**config.mk**
```make
export PLATFORM = sky130hd
export DESIGN_NAME = kmeans_color_pass_flat
export DESIGN_NICKNAME = d
export VERILOG_FILES = /design/src/rtl/kcp_pkg.sv /design/src/rtl/kcp_in_if.sv /design/src/rtl/kcp_out_if.sv /design/src/rtl/kcp_queue.sv /design/src/rtl/kcp_divider.sv /design/src/rtl/kcp_engine.sv /design/src/rtl/kmeans_color_pass.sv /design/src/flat_wrapper.sv
export SDC_FILE = /design/constraint.sdc
export NUM_CORES = 2
export LEC_CHECK = 0
export BUFFER_PORTS_ARGS = -buffer_cell sky130_fd_sc_hd__buf_2
export CORE_MARGIN = 5
export CORE_UTILIZATION = 37
export CTS_BUF_LIST = sky130_fd_sc_hd__clkbuf_16
export CTS_CLUSTER_SIZE = 20
export DETAILED_ROUTE_END_ITERATION = 10
export PLACE_DENSITY_LB_ADDON = 0.12
export SLEW_MARGIN = 20
export SYNTH_ARGS = -nofsm -noshare
export SYNTH_HDL_FRONTEND = slang
export SYNTH_SLANG_ARGS = --single-unit
```
**constraint.sdc**
```tcl
create_clock -name clk -period 13.7 [get_ports clk]
set_input_delay 1.37 -clock clk [delete_from_list [all_inputs] [get_ports clk]]
set_output_delay 1.37 -clock clk [all_outputs]
set_load 0.02 [all_outputs]
```
**src/rtl/kcp_pkg.sv**
```systemverilog
// kcp_pkg: shared types and constants for the k-means color pass block.
// Holds field widths, the item command code, the queue entry and the engine state type.
// No dependencies.
package kcp_pkg;

  localparam int CHAN_W    = 8;
  localparam int CID_W     = 4;
  localparam int CFG_W     = 5;
  localparam int MCOUNT_W  = 23;
  localparam int DIST_W    = 18;
  localparam int CENT_W    = 3 * CHAN_W;

  typedef enum logic [1:0] {
    CMD_LOAD,
    CMD_PIXEL,
    CMD_DROP
  } cmd_t;

  typedef struct packed {
    cmd_t              cmd;
    logic [CID_W-1:0]  slot;
    logic [CHAN_W-1:0] c0;
    logic [CHAN_W-1:0] c1;
    logic [CHAN_W-1:0] c2;
    logic              last;
  } item_t;

  typedef enum logic [3:0] {
    ST_CLEAR,
    ST_IDLE,
    ST_SEARCH,
    ST_FETCH,
    ST_ACC,
    ST_S1_RD,
    ST_S1_DIV,
    ST_S1_WR,
    ST_S2_RD,
    ST_S2_EMIT
  } state_t;

  function automatic logic [2*CHAN_W-1:0] sq_diff(input logic [CHAN_W-1:0] a,
                                                  input logic [CHAN_W-1:0] b);
    logic [CHAN_W-1:0] e;
    e = (a > b) ? (a - b) : (b - a);
    return {{CHAN_W{1'b0}}, e} * {{CHAN_W{1'b0}}, e};
  endfunction

endpackage

```
**src/rtl/kcp_in_if.sv**
```systemverilog
// kcp_in_if: input channel carrying load and pixel beats.
// Depends on kcp_pkg for field widths.
interface kcp_in_if import kcp_pkg::*; ();
  logic              valid;
  logic              ready;
  logic              operation;
  logic [CID_W-1:0]  cluster_index;
  logic [CHAN_W-1:0] chan0;
  logic [CHAN_W-1:0] chan1;
  logic [CHAN_W-1:0] chan2;
  logic              last;

  modport source (output valid, operation, cluster_index, chan0, chan1, chan2, last,
                  input ready);
  modport sink   (input valid, operation, cluster_index, chan0, chan1, chan2, last,
                  output ready);
endinterface

```
**src/rtl/kcp_out_if.sv**
```systemverilog
// kcp_out_if: result channel carrying one updated centroid per beat.
// Depends on kcp_pkg for field widths.
interface kcp_out_if import kcp_pkg::*; ();
  logic                valid;
  logic                ready;
  logic [CID_W-1:0]    cluster_id;
  logic [CHAN_W-1:0]   mean0;
  logic [CHAN_W-1:0]   mean1;
  logic [CHAN_W-1:0]   mean2;
  logic [MCOUNT_W-1:0] member_count;
  logic                converged;
  logic                overflow;
  logic                final_result;

  modport source (output valid, cluster_id, mean0, mean1, mean2, member_count,
                  converged, overflow, final_result, input ready);
  modport sink   (input valid, cluster_id, mean0, mean1, mean2, member_count,
                  converged, overflow, final_result, output ready);
endinterface

```
**src/rtl/kcp_queue.sv**
```systemverilog
// kcp_queue: front end; accepts input beats, classifies them and holds them
// in a two-entry queue for the engine. Depends on kcp_pkg and kcp_in_if.
module kcp_queue import kcp_pkg::*; #(
  parameter int MAX_CLUSTERS = 16
) (
  input  logic     clk,
  input  logic     rst_n,
  kcp_in_if.sink   in_bus,
  output logic     q_valid,
  output item_t    q_item,
  input  logic     q_pop
);

  item_t       ent_r [2];
  logic        wr_ptr_r;
  logic        rd_ptr_r;
  logic [1:0]  cnt_r;
  logic        push;
  item_t       cls;

  assign in_bus.ready = (cnt_r != 2'd2);
  assign push         = in_bus.valid && in_bus.ready;
  assign q_valid      = (cnt_r != 2'd0);
  assign q_item       = ent_r[rd_ptr_r];

  always_comb begin
    cls.slot = in_bus.cluster_index;
    cls.c0   = in_bus.chan0;
    cls.c1   = in_bus.chan1;
    cls.c2   = in_bus.chan2;
    cls.last = in_bus.last;
    if (in_bus.operation) begin
      cls.cmd = CMD_PIXEL;
    end else if (32'(in_bus.cluster_index) < 32'(MAX_CLUSTERS)) begin
      cls.cmd = CMD_LOAD;
    end else begin
      cls.cmd = CMD_DROP;
    end
  end

  always_ff @(posedge clk) begin
    if (push) begin
      ent_r[wr_ptr_r] <= cls;
    end
  end

  always_ff @(posedge clk) begin
    if (!rst_n) begin
      wr_ptr_r <= 1'b0;
      rd_ptr_r <= 1'b0;
      cnt_r    <= 2'd0;
    end else begin
      if (push) begin
        wr_ptr_r <= ~wr_ptr_r;
      end
      if (q_pop) begin
        rd_ptr_r <= ~rd_ptr_r;
      end
      cnt_r <= cnt_r + 2'(push) - 2'(q_pop);
    end
  end

endmodule

```
**src/rtl/kcp_divider.sv**
```systemverilog
// kcp_divider: restoring divider, one quotient bit per cycle, with round to
// nearest, ties to even, and saturation to one channel. Depends on kcp_pkg.
module kcp_divider import kcp_pkg::*; #(
  parameter int SUM_W = 30,
  parameter int CNT_W = 23
) (
  input  logic              clk,
  input  logic              rst_n,
  input  logic              start,
  input  logic [SUM_W-1:0]  dividend,
  input  logic [CNT_W-1:0]  divisor,
  output logic              done,
  output logic [CHAN_W-1:0] quo
);

  localparam int STEP_W = $clog2(SUM_W + 1);

  logic [SUM_W-1:0]  num_r;
  logic [SUM_W-1:0]  quo_r;
  logic [CNT_W-1:0]  rem_r;
  logic [CNT_W-1:0]  div_r;
  logic [STEP_W-1:0] step_r;
  logic              busy_r;
  logic              rnd_r;
  logic              done_r;
  logic [CHAN_W-1:0] res_r;
  logic [CNT_W:0]    sh;
  logic              ge;
  logic [CNT_W:0]    twice;
  logic              up;
  logic [SUM_W:0]    q1;

  assign sh    = {rem_r, num_r[SUM_W-1]};
  assign ge    = (sh >= {1'b0, div_r});
  assign twice = {rem_r, 1'b0};
  assign up    = (twice > {1'b0, div_r}) || ((twice == {1'b0, div_r}) && quo_r[0]);
  assign q1    = {1'b0, quo_r} + (SUM_W + 1)'(up);
  assign done  = done_r;
  assign quo   = res_r;

  always_ff @(posedge clk) begin
    if (start) begin
      num_r <= dividend;
      div_r <= divisor;
      rem_r <= '0;
      quo_r <= '0;
    end else if (busy_r) begin
      num_r <= {num_r[SUM_W-2:0], 1'b0};
      rem_r <= ge ? CNT_W'(sh - {1'b0, div_r}) : CNT_W'(sh);
      quo_r <= {quo_r[SUM_W-2:0], ge};
    end
    if (rnd_r) begin
      res_r <= (q1 > (SUM_W + 1)'(255)) ? CHAN_W'(255) : q1[CHAN_W-1:0];
    end
  end

  always_ff @(posedge clk) begin
    if (!rst_n) begin
      busy_r <= 1'b0;
      rnd_r  <= 1'b0;
      done_r <= 1'b0;
      step_r <= '0;
    end else begin
      done_r <= rnd_r;
      rnd_r  <= 1'b0;
      if (start) begin
        busy_r <= 1'b1;
        step_r <= '0;
      end else if (busy_r) begin
        step_r <= step_r + STEP_W'(1);
        if (step_r == STEP_W'(SUM_W - 1)) begin
          busy_r <= 1'b0;
          rnd_r  <= 1'b1;
        end
      end
    end
  end

endmodule

```
**src/rtl/kcp_engine.sv**
```systemverilog
// kcp_engine: back end; nearest-centroid search, accumulation and the
// end-of-pass update and emit sweeps. Depends on kcp_pkg, kcp_out_if, kcp_divider.
module kcp_engine import kcp_pkg::*; #(
  parameter int MAX_CLUSTERS     = 16,
  parameter int PIXEL_COUNT_BITS = 22
) (
  input  logic             clk,
  input  logic             rst_n,
  input  logic [CFG_W-1:0] cluster_count,
  input  logic             q_valid,
  input  item_t            q_item,
  output logic             q_pop,
  kcp_out_if.source        out_bus
);

  localparam int IDXW = $clog2(MAX_CLUSTERS);
  localparam int KW   = $clog2(MAX_CLUSTERS + 1);
  localparam int CNTW = PIXEL_COUNT_BITS + 1;
  localparam int SUMW = PIXEL_COUNT_BITS + 8;
  localparam int ROWW = CNTW + 3 * SUMW;

  logic [ROWW-1:0]   row_mem  [MAX_CLUSTERS];
  logic [CENT_W-1:0] cent_mem [MAX_CLUSTERS];

  state_t            state_r, state_nxt;
  logic [IDXW-1:0]   idx_r;
  logic [KW-1:0]     sidx_r;
  logic              cmp_vld_r;
  logic [IDXW-1:0]   cmp_idx_r;
  logic [IDXW-1:0]   best_r;
  logic [DIST_W-1:0] best_d_r;
  logic              best_vld_r;
  item_t             item_r;
  logic [CNTW-1:0]   tot_r;
  logic              ovf_r;
  logic              same_r;
  logic [1:0]        ch_r;
  logic              pend_r;
  logic [CHAN_W-1:0] mean_r [3];

  logic              row_we, row_re;
  logic [IDXW-1:0]   row_wa, row_ra;
  logic [ROWW-1:0]   row_wd, row_q;
  logic              cent_we, cent_re;
  logic [IDXW-1:0]   cent_wa, cent_ra;
  logic [CENT_W-1:0] cent_wd, cent_q;

  logic [KW-1:0]     k;
  logic              out_free, out_load, in_k, k_last, is_last_idx, search_more;
  logic [CNTW-1:0]   row_cnt;
  logic [SUMW-1:0]   row_sum [3];
  logic [CHAN_W-1:0] cent_ch [3];
  logic [DIST_W-1:0] cand_d;
  logic              div_start, div_done;
  logic [CHAN_W-1:0] div_q;

  logic              out_valid_r;
  logic [CID_W-1:0]  o_cid_r;
  logic [CHAN_W-1:0] o_m0_r, o_m1_r, o_m2_r;
  logic [MCOUNT_W-1:0] o_cnt_r;
  logic              o_conv_r, o_ovf_r, o_fin_r;

  always_comb begin
    if (cluster_count == '0) begin
      k = KW'(1);
    end else if (32'(cluster_count) > 32'(MAX_CLUSTERS)) begin
      k = KW'(MAX_CLUSTERS);
    end else begin
      k = KW'(cluster_count);
    end
  end

  assign row_cnt    = row_q[ROWW-1 -: CNTW];
  assign row_sum[0] = row_q[0 +: SUMW];
  assign row_sum[1] = row_q[SUMW +: SUMW];
  assign row_sum[2] = row_q[2*SUMW +: SUMW];
  assign cent_ch[0] = cent_q[0 +: CHAN_W];
  assign cent_ch[1] = cent_q[CHAN_W +: CHAN_W];
  assign cent_ch[2] = cent_q[2*CHAN_W +: CHAN_W];

  assign cand_d = DIST_W'(sq_diff(item_r.c0, cent_ch[0])) +
                  DIST_W'(sq_diff(item_r.c1, cent_ch[1])) +
                  DIST_W'(sq_diff(item_r.c2, cent_ch[2]));

  assign out_free    = !out_valid_r || out_bus.ready;
  assign is_last_idx = (idx_r == IDXW'(MAX_CLUSTERS - 1));
  assign in_k        = (32'(idx_r) < 32'(k));
  assign k_last      = ((32'(idx_r) + 32'd1) == 32'(k));
  assign search_more = (32'(sidx_r) < 32'(k));

  always_ff @(posedge clk) begin
    if (row_we) begin
      row_mem[row_wa] <= row_wd;
    end
    if (row_re) begin
      row_q <= row_mem[row_ra];
    end
  end

  always_ff @(posedge clk) begin
    if (cent_we) begin
      cent_mem[cent_wa] <= cent_wd;
    end
    if (cent_re) begin
      cent_q <= cent_mem[cent_ra];
    end
  end

  kcp_divider #(.SUM_W(SUMW), .CNT_W(CNTW)) u_div (
    .clk      (clk),
    .rst_n    (rst_n),
    .start    (div_start),
    .dividend (row_sum[ch_r]),
    .divisor  (row_cnt),
    .done     (div_done),
    .quo      (div_q)
  );

  always_comb begin
    state_nxt = state_r;
    q_pop     = 1'b0;
    row_we    = 1'b0;
    row_wa    = idx_r;
    row_wd    = '0;
    row_re    = 1'b0;
    row_ra    = idx_r;
    cent_we   = 1'b0;
    cent_wa   = idx_r;
    cent_wd   = {mean_r[2], mean_r[1], mean_r[0]};
    cent_re   = 1'b0;
    cent_ra   = idx_r;
    div_start = 1'b0;
    out_load  = 1'b0;
    case (state_r)
      ST_CLEAR: begin
        row_we = 1'b1;
        if (is_last_idx) begin
          state_nxt = ST_IDLE;
        end
      end
      ST_IDLE: begin
        if (q_valid) begin
          q_pop = 1'b1;
          case (q_item.cmd)
            CMD_LOAD: begin
              cent_we = 1'b1;
              cent_wa = IDXW'(q_item.slot);
              cent_wd = {q_item.c2, q_item.c1, q_item.c0};
            end
            CMD_PIXEL: state_nxt = ST_SEARCH;
            default: ;
          endcase
        end
      end
      ST_SEARCH: begin
        if (search_more) begin
          cent_re = 1'b1;
          cent_ra = sidx_r[IDXW-1:0];
        end else if (!cmp_vld_r) begin
          state_nxt = ST_FETCH;
        end
      end
      ST_FETCH: begin
        row_re    = 1'b1;
        row_ra    = best_r;
        state_nxt = ST_ACC;
      end
      ST_ACC: begin
        if (!tot_r[CNTW-1]) begin
          row_we = 1'b1;
          row_wa = best_r;
          row_wd = {row_cnt + CNTW'(1),
                    row_sum[2] + SUMW'(item_r.c2),
                    row_sum[1] + SUMW'(item_r.c1),
                    row_sum[0] + SUMW'(item_r.c0)};
        end
        state_nxt = item_r.last ? ST_S1_RD : ST_IDLE;
      end
      ST_S1_RD: begin
        row_re    = 1'b1;
        cent_re   = 1'b1;
        state_nxt = ST_S1_DIV;
      end
      ST_S1_DIV: begin
        if (row_cnt == '0) begin
          state_nxt = ST_S1_WR;
        end else if (!pend_r) begin
          div_start = 1'b1;
        end else if (div_done && (ch_r == 2'd2)) begin
          state_nxt = ST_S1_WR;
        end
      end
      ST_S1_WR: begin
        cent_we   = 1'b1;
        state_nxt = k_last ? ST_S2_RD : ST_S1_RD;
      end
      ST_S2_RD: begin
        row_re    = 1'b1;
        cent_re   = 1'b1;
        state_nxt = ST_S2_EMIT;
      end
      ST_S2_EMIT: begin
        if (!in_k || out_free) begin
          row_we   = 1'b1;
          out_load = in_k;
          state_nxt = is_last_idx ? ST_IDLE : ST_S2_RD;
        end
      end
      default: state_nxt = ST_IDLE;
    endcase
  end

  always_ff @(posedge clk) begin
    if (!rst_n) begin
      state_r    <= ST_CLEAR;
      idx_r      <= '0;
      sidx_r     <= '0;
      cmp_vld_r  <= 1'b0;
      best_vld_r <= 1'b0;
      tot_r      <= '0;
      ovf_r      <= 1'b0;
      same_r     <= 1'b1;
      ch_r       <= 2'd0;
      pend_r     <= 1'b0;
    end else begin
      state_r <= state_nxt;
      case (state_r)
        ST_CLEAR: begin
          idx_r <= is_last_idx ? '0 : idx_r + IDXW'(1);
        end
        ST_IDLE: begin
          sidx_r     <= '0;
          cmp_vld_r  <= 1'b0;
          best_vld_r <= 1'b0;
        end
        ST_SEARCH: begin
          cmp_vld_r <= search_more;
          cmp_idx_r <= sidx_r[IDXW-1:0];
          if (search_more) begin
            sidx_r <= sidx_r + KW'(1);
          end
          if (cmp_vld_r && (!best_vld_r || (cand_d < best_d_r))) begin
            best_vld_r <= 1'b1;
            best_d_r   <= cand_d;
            best_r     <= cmp_idx_r;
          end
        end
        ST_ACC: begin
          if (tot_r[CNTW-1]) begin
            ovf_r <= 1'b1;
          end else begin
            tot_r <= tot_r + CNTW'(1);
          end
          if (item_r.last) begin
            same_r <= 1'b1;
            idx_r  <= '0;
            ch_r   <= 2'd0;
            pend_r <= 1'b0;
          end
        end
        ST_S1_DIV: begin
          if (row_cnt == '0) begin
            mean_r[0] <= cent_ch[0];
            mean_r[1] <= cent_ch[1];
            mean_r[2] <= cent_ch[2];
          end else if (!pend_r) begin
            pend_r <= 1'b1;
          end else if (div_done) begin
            mean_r[ch_r] <= div_q;
            pend_r       <= 1'b0;
            ch_r         <= (ch_r == 2'd2) ? 2'd0 : ch_r + 2'd1;
          end
        end
        ST_S1_WR: begin
          if ({mean_r[2], mean_r[1], mean_r[0]} != cent_q) begin
            same_r <= 1'b0;
          end
          idx_r  <= k_last ? '0 : idx_r + IDXW'(1);
          ch_r   <= 2'd0;
          pend_r <= 1'b0;
        end
        ST_S2_EMIT: begin
          if (!in_k || out_free) begin
            idx_r <= is_last_idx ? '0 : idx_r + IDXW'(1);
            if (is_last_idx) begin
              tot_r <= '0;
              ovf_r <= 1'b0;
            end
          end
        end
        default: ;
      endcase
    end
  end

  always_ff @(posedge clk) begin
    if (state_r == ST_IDLE && q_valid && q_item.cmd == CMD_PIXEL) begin
      item_r <= q_item;
    end
  end

  always_ff @(posedge clk) begin
    if (!rst_n) begin
      out_valid_r <= 1'b0;
    end else if (out_load) begin
      out_valid_r <= 1'b1;
    end else if (out_bus.ready) begin
      out_valid_r <= 1'b0;
    end
  end

  always_ff @(posedge clk) begin
    if (out_load) begin
      o_cid_r  <= CID_W'(idx_r);
      o_m0_r   <= cent_ch[0];
      o_m1_r   <= cent_ch[1];
      o_m2_r   <= cent_ch[2];
      o_cnt_r  <= MCOUNT_W'(row_cnt);
      o_conv_r <= same_r;
      o_ovf_r  <= ovf_r;
      o_fin_r  <= k_last;
    end
  end

  assign out_bus.valid        = out_valid_r;
  assign out_bus.cluster_id   = o_cid_r;
  assign out_bus.mean0        = o_m0_r;
  assign out_bus.mean1        = o_m1_r;
  assign out_bus.mean2        = o_m2_r;
  assign out_bus.member_count = o_cnt_r;
  assign out_bus.converged    = o_conv_r;
  assign out_bus.overflow     = o_ovf_r;
  assign out_bus.final_result = o_fin_r;

`ifndef ASSERT_OFF
  a_total_cap: assert property (@(posedge clk) disable iff (!rst_n)
    !tot_r[CNTW-1] || (tot_r[CNTW-2:0] == '0))
    else $error("pixel total beyond capacity");

  a_best_in_range: assert property (@(posedge clk) disable iff (!rst_n)
    (state_r == ST_FETCH) |-> (32'(best_r) < 32'(k)))
    else $error("nearest centroid outside active set");

  a_no_overwrite: assert property (@(posedge clk) disable iff (!rst_n)
    out_load |-> (!out_valid_r || out_bus.ready))
    else $error("held result overwritten");

  a_div_idle: assert property (@(posedge clk) disable iff (!rst_n)
    div_start |=> !div_start)
    else $error("divider restarted while busy");
`endif

endmodule

```
**src/rtl/kmeans_color_pass.sv**
```systemverilog
// kmeans_color_pass: top level of one Lloyd k-means pass over RGB pixels.
// Depends on kcp_pkg, kcp_in_if, kcp_out_if, kcp_queue and kcp_engine.
//
// A load beat with an index below MAX_CLUSTERS writes a starting centroid
// (others are dropped); a pixel beat is compared against the k active
// centroids one distance per cycle. The pixel marked last starts the
// end-of-pass update: each active cluster with members divides its three
// sums bit-serially (an empty one keeps its centroid), then one result beat
// per active cluster is emitted in index order while all MAX_CLUSTERS
// accumulator rows are cleared. After reset a clearing pass over all
// MAX_CLUSTERS rows runs before the engine takes the first queued beat. A
// two-entry queue lets the input take up to two beats while the engine works.
module kmeans_color_pass import kcp_pkg::*; #(
  parameter int MAX_CLUSTERS     = 16,
  parameter int PIXEL_COUNT_BITS = 22
) (
  input  logic             clk,
  input  logic             rst_n,
  input  logic             cfg_we,
  input  logic [CFG_W-1:0] cfg_data,
  kcp_in_if.sink           in_bus,
  kcp_out_if.source        out_bus
);

  logic [CFG_W-1:0] cfg_r;
  logic             q_valid;
  item_t            q_item;
  logic             q_pop;

  always_ff @(posedge clk) begin
    if (!rst_n) begin
      cfg_r <= CFG_W'(2);
    end else if (cfg_we) begin
      cfg_r <= cfg_data;
    end
  end

  kcp_queue #(.MAX_CLUSTERS(MAX_CLUSTERS)) u_queue (
    .clk     (clk),
    .rst_n   (rst_n),
    .in_bus  (in_bus),
    .q_valid (q_valid),
    .q_item  (q_item),
    .q_pop   (q_pop)
  );

  kcp_engine #(
    .MAX_CLUSTERS     (MAX_CLUSTERS),
    .PIXEL_COUNT_BITS (PIXEL_COUNT_BITS)
  ) u_engine (
    .clk           (clk),
    .rst_n         (rst_n),
    .cluster_count (cfg_r),
    .q_valid       (q_valid),
    .q_item        (q_item),
    .q_pop         (q_pop),
    .out_bus       (out_bus)
  );

endmodule
```
**src/flat_wrapper.sv**
```systemverilog
// flat-port wrapper written by rule: the top's interface ports become plain ports
module kmeans_color_pass_flat import kcp_pkg::*;
#(
  parameter int MAX_CLUSTERS     = 16,
  parameter int PIXEL_COUNT_BITS = 22
)
  (clk, rst_n, cfg_we, cfg_data, in_bus_valid, in_bus_operation, in_bus_cluster_index, in_bus_chan0, in_bus_chan1, in_bus_chan2, in_bus_last, in_bus_ready, out_bus_valid, out_bus_cluster_id, out_bus_mean0, out_bus_mean1, out_bus_mean2, out_bus_member_count, out_bus_converged, out_bus_overflow, out_bus_final_result, out_bus_ready);
  kcp_in_if in_bus_i ();
  kcp_out_if out_bus_i ();
  input  logic clk;
  input  logic rst_n;
  input  logic cfg_we;
  input  logic [CFG_W-1:0] cfg_data;
  input wire logic [$bits(in_bus_i.valid)-1:0] in_bus_valid;
  input wire logic [$bits(in_bus_i.operation)-1:0] in_bus_operation;
  input wire logic [$bits(in_bus_i.cluster_index)-1:0] in_bus_cluster_index;
  input wire logic [$bits(in_bus_i.chan0)-1:0] in_bus_chan0;
  input wire logic [$bits(in_bus_i.chan1)-1:0] in_bus_chan1;
  input wire logic [$bits(in_bus_i.chan2)-1:0] in_bus_chan2;
  input wire logic [$bits(in_bus_i.last)-1:0] in_bus_last;
  output wire logic [$bits(in_bus_i.ready)-1:0] in_bus_ready;
  output wire logic [$bits(out_bus_i.valid)-1:0] out_bus_valid;
  output wire logic [$bits(out_bus_i.cluster_id)-1:0] out_bus_cluster_id;
  output wire logic [$bits(out_bus_i.mean0)-1:0] out_bus_mean0;
  output wire logic [$bits(out_bus_i.mean1)-1:0] out_bus_mean1;
  output wire logic [$bits(out_bus_i.mean2)-1:0] out_bus_mean2;
  output wire logic [$bits(out_bus_i.member_count)-1:0] out_bus_member_count;
  output wire logic [$bits(out_bus_i.converged)-1:0] out_bus_converged;
  output wire logic [$bits(out_bus_i.overflow)-1:0] out_bus_overflow;
  output wire logic [$bits(out_bus_i.final_result)-1:0] out_bus_final_result;
  input wire logic [$bits(out_bus_i.ready)-1:0] out_bus_ready;
  assign in_bus_i.valid = in_bus_valid;
  assign in_bus_i.operation = in_bus_operation;
  assign in_bus_i.cluster_index = in_bus_cluster_index;
  assign in_bus_i.chan0 = in_bus_chan0;
  assign in_bus_i.chan1 = in_bus_chan1;
  assign in_bus_i.chan2 = in_bus_chan2;
  assign in_bus_i.last = in_bus_last;
  assign in_bus_ready = in_bus_i.ready;
  assign out_bus_valid = out_bus_i.valid;
  assign out_bus_cluster_id = out_bus_i.cluster_id;
  assign out_bus_mean0 = out_bus_i.mean0;
  assign out_bus_mean1 = out_bus_i.mean1;
  assign out_bus_mean2 = out_bus_i.mean2;
  assign out_bus_member_count = out_bus_i.member_count;
  assign out_bus_converged = out_bus_i.converged;
  assign out_bus_overflow = out_bus_i.overflow;
  assign out_bus_final_result = out_bus_i.final_result;
  assign out_bus_i.ready = out_bus_ready;
  kmeans_color_pass #(.MAX_CLUSTERS(MAX_CLUSTERS), .PIXEL_COUNT_BITS(PIXEL_COUNT_BITS)) u_core (.clk(clk), .rst_n(rst_n), .cfg_we(cfg_we), .cfg_data(cfg_data), .in_bus(in_bus_i), .out_bus(out_bus_i));
endmodule
```
==> results.py <==
metrics = {
    "yosys": {
        "syn_area_per_cell_um2": 16.8,
        "ys_seq_area_frac": 0.693,
        "synthXorXnorAreaFrac": 0.0165,
        "netlist_instances": 6835,
        "synth-seq-cells": 2694,
        "synthSimpleGateAreaFrac": 0.0544,
        "ys_top_cells_by_area": "edfxtp_1 (67%), mux4_2 (8.8%), mux2i_1 (2.6%)",
        "synthAdderAreaFrac": 0.0470,
        "async_flop_share": 0,
        "synth-edff-count": 2579,
        "synth_compound_area_frac": 0.0437,
        "synth.distinct_cells": 90,
        "synth_top_area_share": 0.673,
        "synth_top_family_by_area": "multiplexers",
        "synth_area_leader_cell": "edfxtp_1",
        "syn_area_um2": 115000,
        "ys.flop_type": "edfxtp_1",
        "synthesis.nets": 7222,
        "yosys_warnings": 0,
        "synthMuxAreaShare": 0.121,
    },
    "global_routing": {
        "antenna_found_initial": 11,
        "grt.total_usage": 0.194,
        "grt_max_degree": 118,
        "overflow": 0,
        "first_global_vias": 63855,
        "grt_pass1_wl_um": 460000,
    },
    "clock_tree": {
        "holdBufCountCts": 0,
        "cts_resized": 0,
        "ctsRootBufferMaster": "clkbuf_16",
        "clk_pin_slew_ps": 60,
        "cts_sinks": 2694,
        "post_cts_buffers": 0,
        "clk_latency_ps": 910,
        "clk_path_buf_depth": 4,
        "htree_levels": 5,
        "numCtsBuffers": 299,
        "cts_tree": "yes",
    },
    "floorplanning": {
        "start_util": 0.372,
        "ioPinCount": 96,
        "fp.dieW_um": 568,
        "core_um2": 309000,
        "fp.dieH_um": 568,
        "die-area_um2": 322000,
        "rows": 204,
    },
    "power_and_ir_drop": {
        "intPower_mw": 23.2,
        "leakagePower_nw": 46.4,
        "netSwitchingPower_mw": 14.1,
        "ir_drop_mv": 1.50,
        "combPwrFrac": 0.507,
        "clkPwrFrac": 0.210,
        "netSwitchingFraction": 0.377,
        "seqPwrFrac": 0.283,
        "total_power_mw": 37.3,
        "powerDensity_nw_per_um2": 286,
    },
    "timing": {
        "fin_crit_sh": 0.804,
        "finalWorstSetupSlack_ps": 2680,
        "slew_headroom": 0.178,
        "setup_tns_ps": 0,
        "worst_pin_slew_ps": 1230,
        "finalHoldViolations": 0,
        "rsz0062_at_grt": "no",
        "finalSetupViolCount": 0,
        "slew_violations": 0,
        "clock.fmax_mhz": 90.8,
        "skew_ps": 66.2,
        "whs_ps": 401,
        "period_needed_ps": 11020,
    },
    "route": {
        "drt_iter0_drc": 4812,
        "wirelength_um": 319000,
        "routed_via_density": 5.38,
        "route.vias.total": 61518,
        "drc_errors": 0,
        "ant_nets": 0,
        "wl_per_cell_um": 27.9,
        "first_pass_iters": 5,
    },
    "placed_design": {
        "globalplace.congestion": 0.863,
        "place_hpwl_um": 182000,
        "port_buffers": 95,
        "place_ws_ps": 2760,
    },
    "setup_path": {
        "crit_slowest_cell": "xnor2_1",
        "r2r_cells": 32,
        "cp-end-kind": "flip-flop",
        "r2r-start": "u_core.u_engine.cent_q[13]$_DFFE_PP_",
        "start_kind": "flip-flop",
        "worstPathArrival_ps": 11490,
        "startpoint": "u_core.u_engine.cent_q[13]$_DFFE_PP_",
        "worst-endpoint-required_ps": 14170,
        "crit_family": "adder cells",
        "critical_path_class": "flip-flop to flip-flop",
        "worst-path-max-fanout": 23,
        "path_depth": 32,
        "timing.critical_path.mode_cell": "fa_1",
        "critPathBufInv": 3,
        "max_stage_delay_ps": 750,
    },
    "final_layout": {
        "utilization": 0.422,
        "drive_gt1_frac": 0.175,
        "syn_to_final_growth_pct": 13.4,
        "fin_nets": 7454,
        "fill_cells": 27704,
    },
    "outcome": {
        "status": "finished clean",
    },
    "worst_hold_path": {
        "hp-start": "u_core.u_engine.cmp_idx_r[0]$_DFFE_PP_",
        "min_path_type": "flip-flop to flip-flop",
        "hold_path_depth": 0,
    },
    "job": {
        "max-cap-violations": 0,
    },
}
-- final cells by class --
| cell class | instances | area, µm² | share of cell area |
|---|---|---|---|
| Sequential cell | 2694 | 79800 | 0.611 |
| Multi-Input combinational cell | 3470 | 32900 | 0.252 |
| Clock buffer | 302 | 7560 | 0.0579 |
| Tap cell | 4120 | 5150 | 0.0395 |
| Clock inverter | 242 | 1980 | 0.0152 |
| Timing Repair Buffer | 238 | 1720 | 0.0132 |
| Inverter | 364 | 1370 | 0.0105 |
| Antenna cell | 3 | 7.51 | 0.0000575 |
-- cell usage in the layout (no fill, tap or decap), types with 101 or more instances in the layout --
master,n
a211oi_1,132
a21oi_1,135
a31oi_1,135
and2_1,138
buf_4,130
clkbuf_16,302
dfxtp_1,113
edfxtp_1,2579
fa_1,142
ha_1,205
inv_1,429
mux2i_1,292
mux4_2,452
nand2_1,415
nor2_1,326
o21ai_0,116
o22ai_1,101
xnor2_1,138
-- worst reg2reg max path, delay by kind of cell (launching register included) --
family / cells / cell delay (ps)
fa+ha+maj: 10 / 4620
compound gates: 11 / 2780
simple gates: 5 / 1180
xor+xnor: 2 / 920
flops: 1 / 480
mux: 1 / 460
buf+inv: 3 / 170
-- stage by stage --
stage          cells  cell area (µm²)
2_1_floorplan   6835           115000
3_3_place_gp   10885           121000
3_5_place_dp   10885           121000
4_1_cts        11429           130000
5_1_grt        11432           130000
6_report       11433           130000
-- Yosys cell counts, drive strengths merged (14+ instances only) --
cell,n
edfxtp,2579
mux4,452
nand2,419
inv,363
nor2,362
mux2i,296
ha,205
clkbuf,163
a21oi,145
buf,144
and2,142
fa,142
a31oi,139
xnor2,139
a211oi,132
o21ai,122
dfxtp,115
o22ai,102
mux2,74
xor2,74
nand3,73
and3,47
nand4,42
nor3,42
nand2b,38
a21o,35
nor2b,27
or4,27
nor4,20
o21bai,20
or3,18
a21boi,14
-- registers in the layout, summed over array words and instances (netlist names), 18 cells and up, named ones only --
signal                                flops
u_core.u_queue.ent_r                     60
u_core.u_engine.u_div.div_r              23
u_core.u_engine.tot_r                    23
u_core.u_engine.cent_q                   24
u_core.u_engine.out_bus.member_count     23
u_core.u_engine.row_q                   113
u_core.u_engine.mean_r                   24
u_core.u_engine.u_div.num_r              30
u_core.u_engine.item_r                   25
u_core.u_engine.best_d_r                 18
u_core.u_engine.row_mem                1808
u_core.u_engine.u_div.rem_r              23
u_core.u_engine.u_div.quo_r              30
u_core.u_engine.cent_mem                384
-- power groups by stage --
| stage | registers, mW | clock network, mW | logic, mW |
|---|---|---|---|
| 2_1_floorplan | 10.8 | 0 | 15.0 |
| 3_3_place_gp | 10.7 | 0 | 19.2 |
| 3_5_place_dp | 10.7 | 0 | 19.0 |
| 4_1_cts | 10.5 | 8.03 | 19.2 |
| 5_1_grt | 10.5 | 8.37 | 21.0 |
| 6_report | 10.5 | 7.82 | 18.9 |
-- path summary, 6_finish.rpt --
path | end | slack, ps
max | u_core.u_engine.best_d_r[9]$_DFFE_PP_ | 2680
min | u_core.u_engine.best_r[0]$_DFFE_PP_ | 400
min reg2reg | u_core.u_engine.best_r[0]$_DFFE_PP_ | 400
max reg2reg | u_core.u_engine.best_d_r[9]$_DFFE_PP_ | 2680
-- metal layers --
layer / vias up / part of all wire / global-route usage
li1: 26904 / - / -
met1: 32812 / 0.44 / 0.265
met2: 1411 / 0.50 / 0.332
met3: 391 / 0.042 / 0.0228
met4: 0 / 0.023 / 0.0469
met5: - / 0 / 0
-- cell families after synthesis --
logic type,Yosys count
DFF,2694
AOI/OAI and AO/OA,776
xor gates and xnor gates,214
muxes,822
buffers and inverters,671
adders and majority gates,347
and+or+nand+nor,1311
Note: power is estimated with default switching activity, not from simulation.
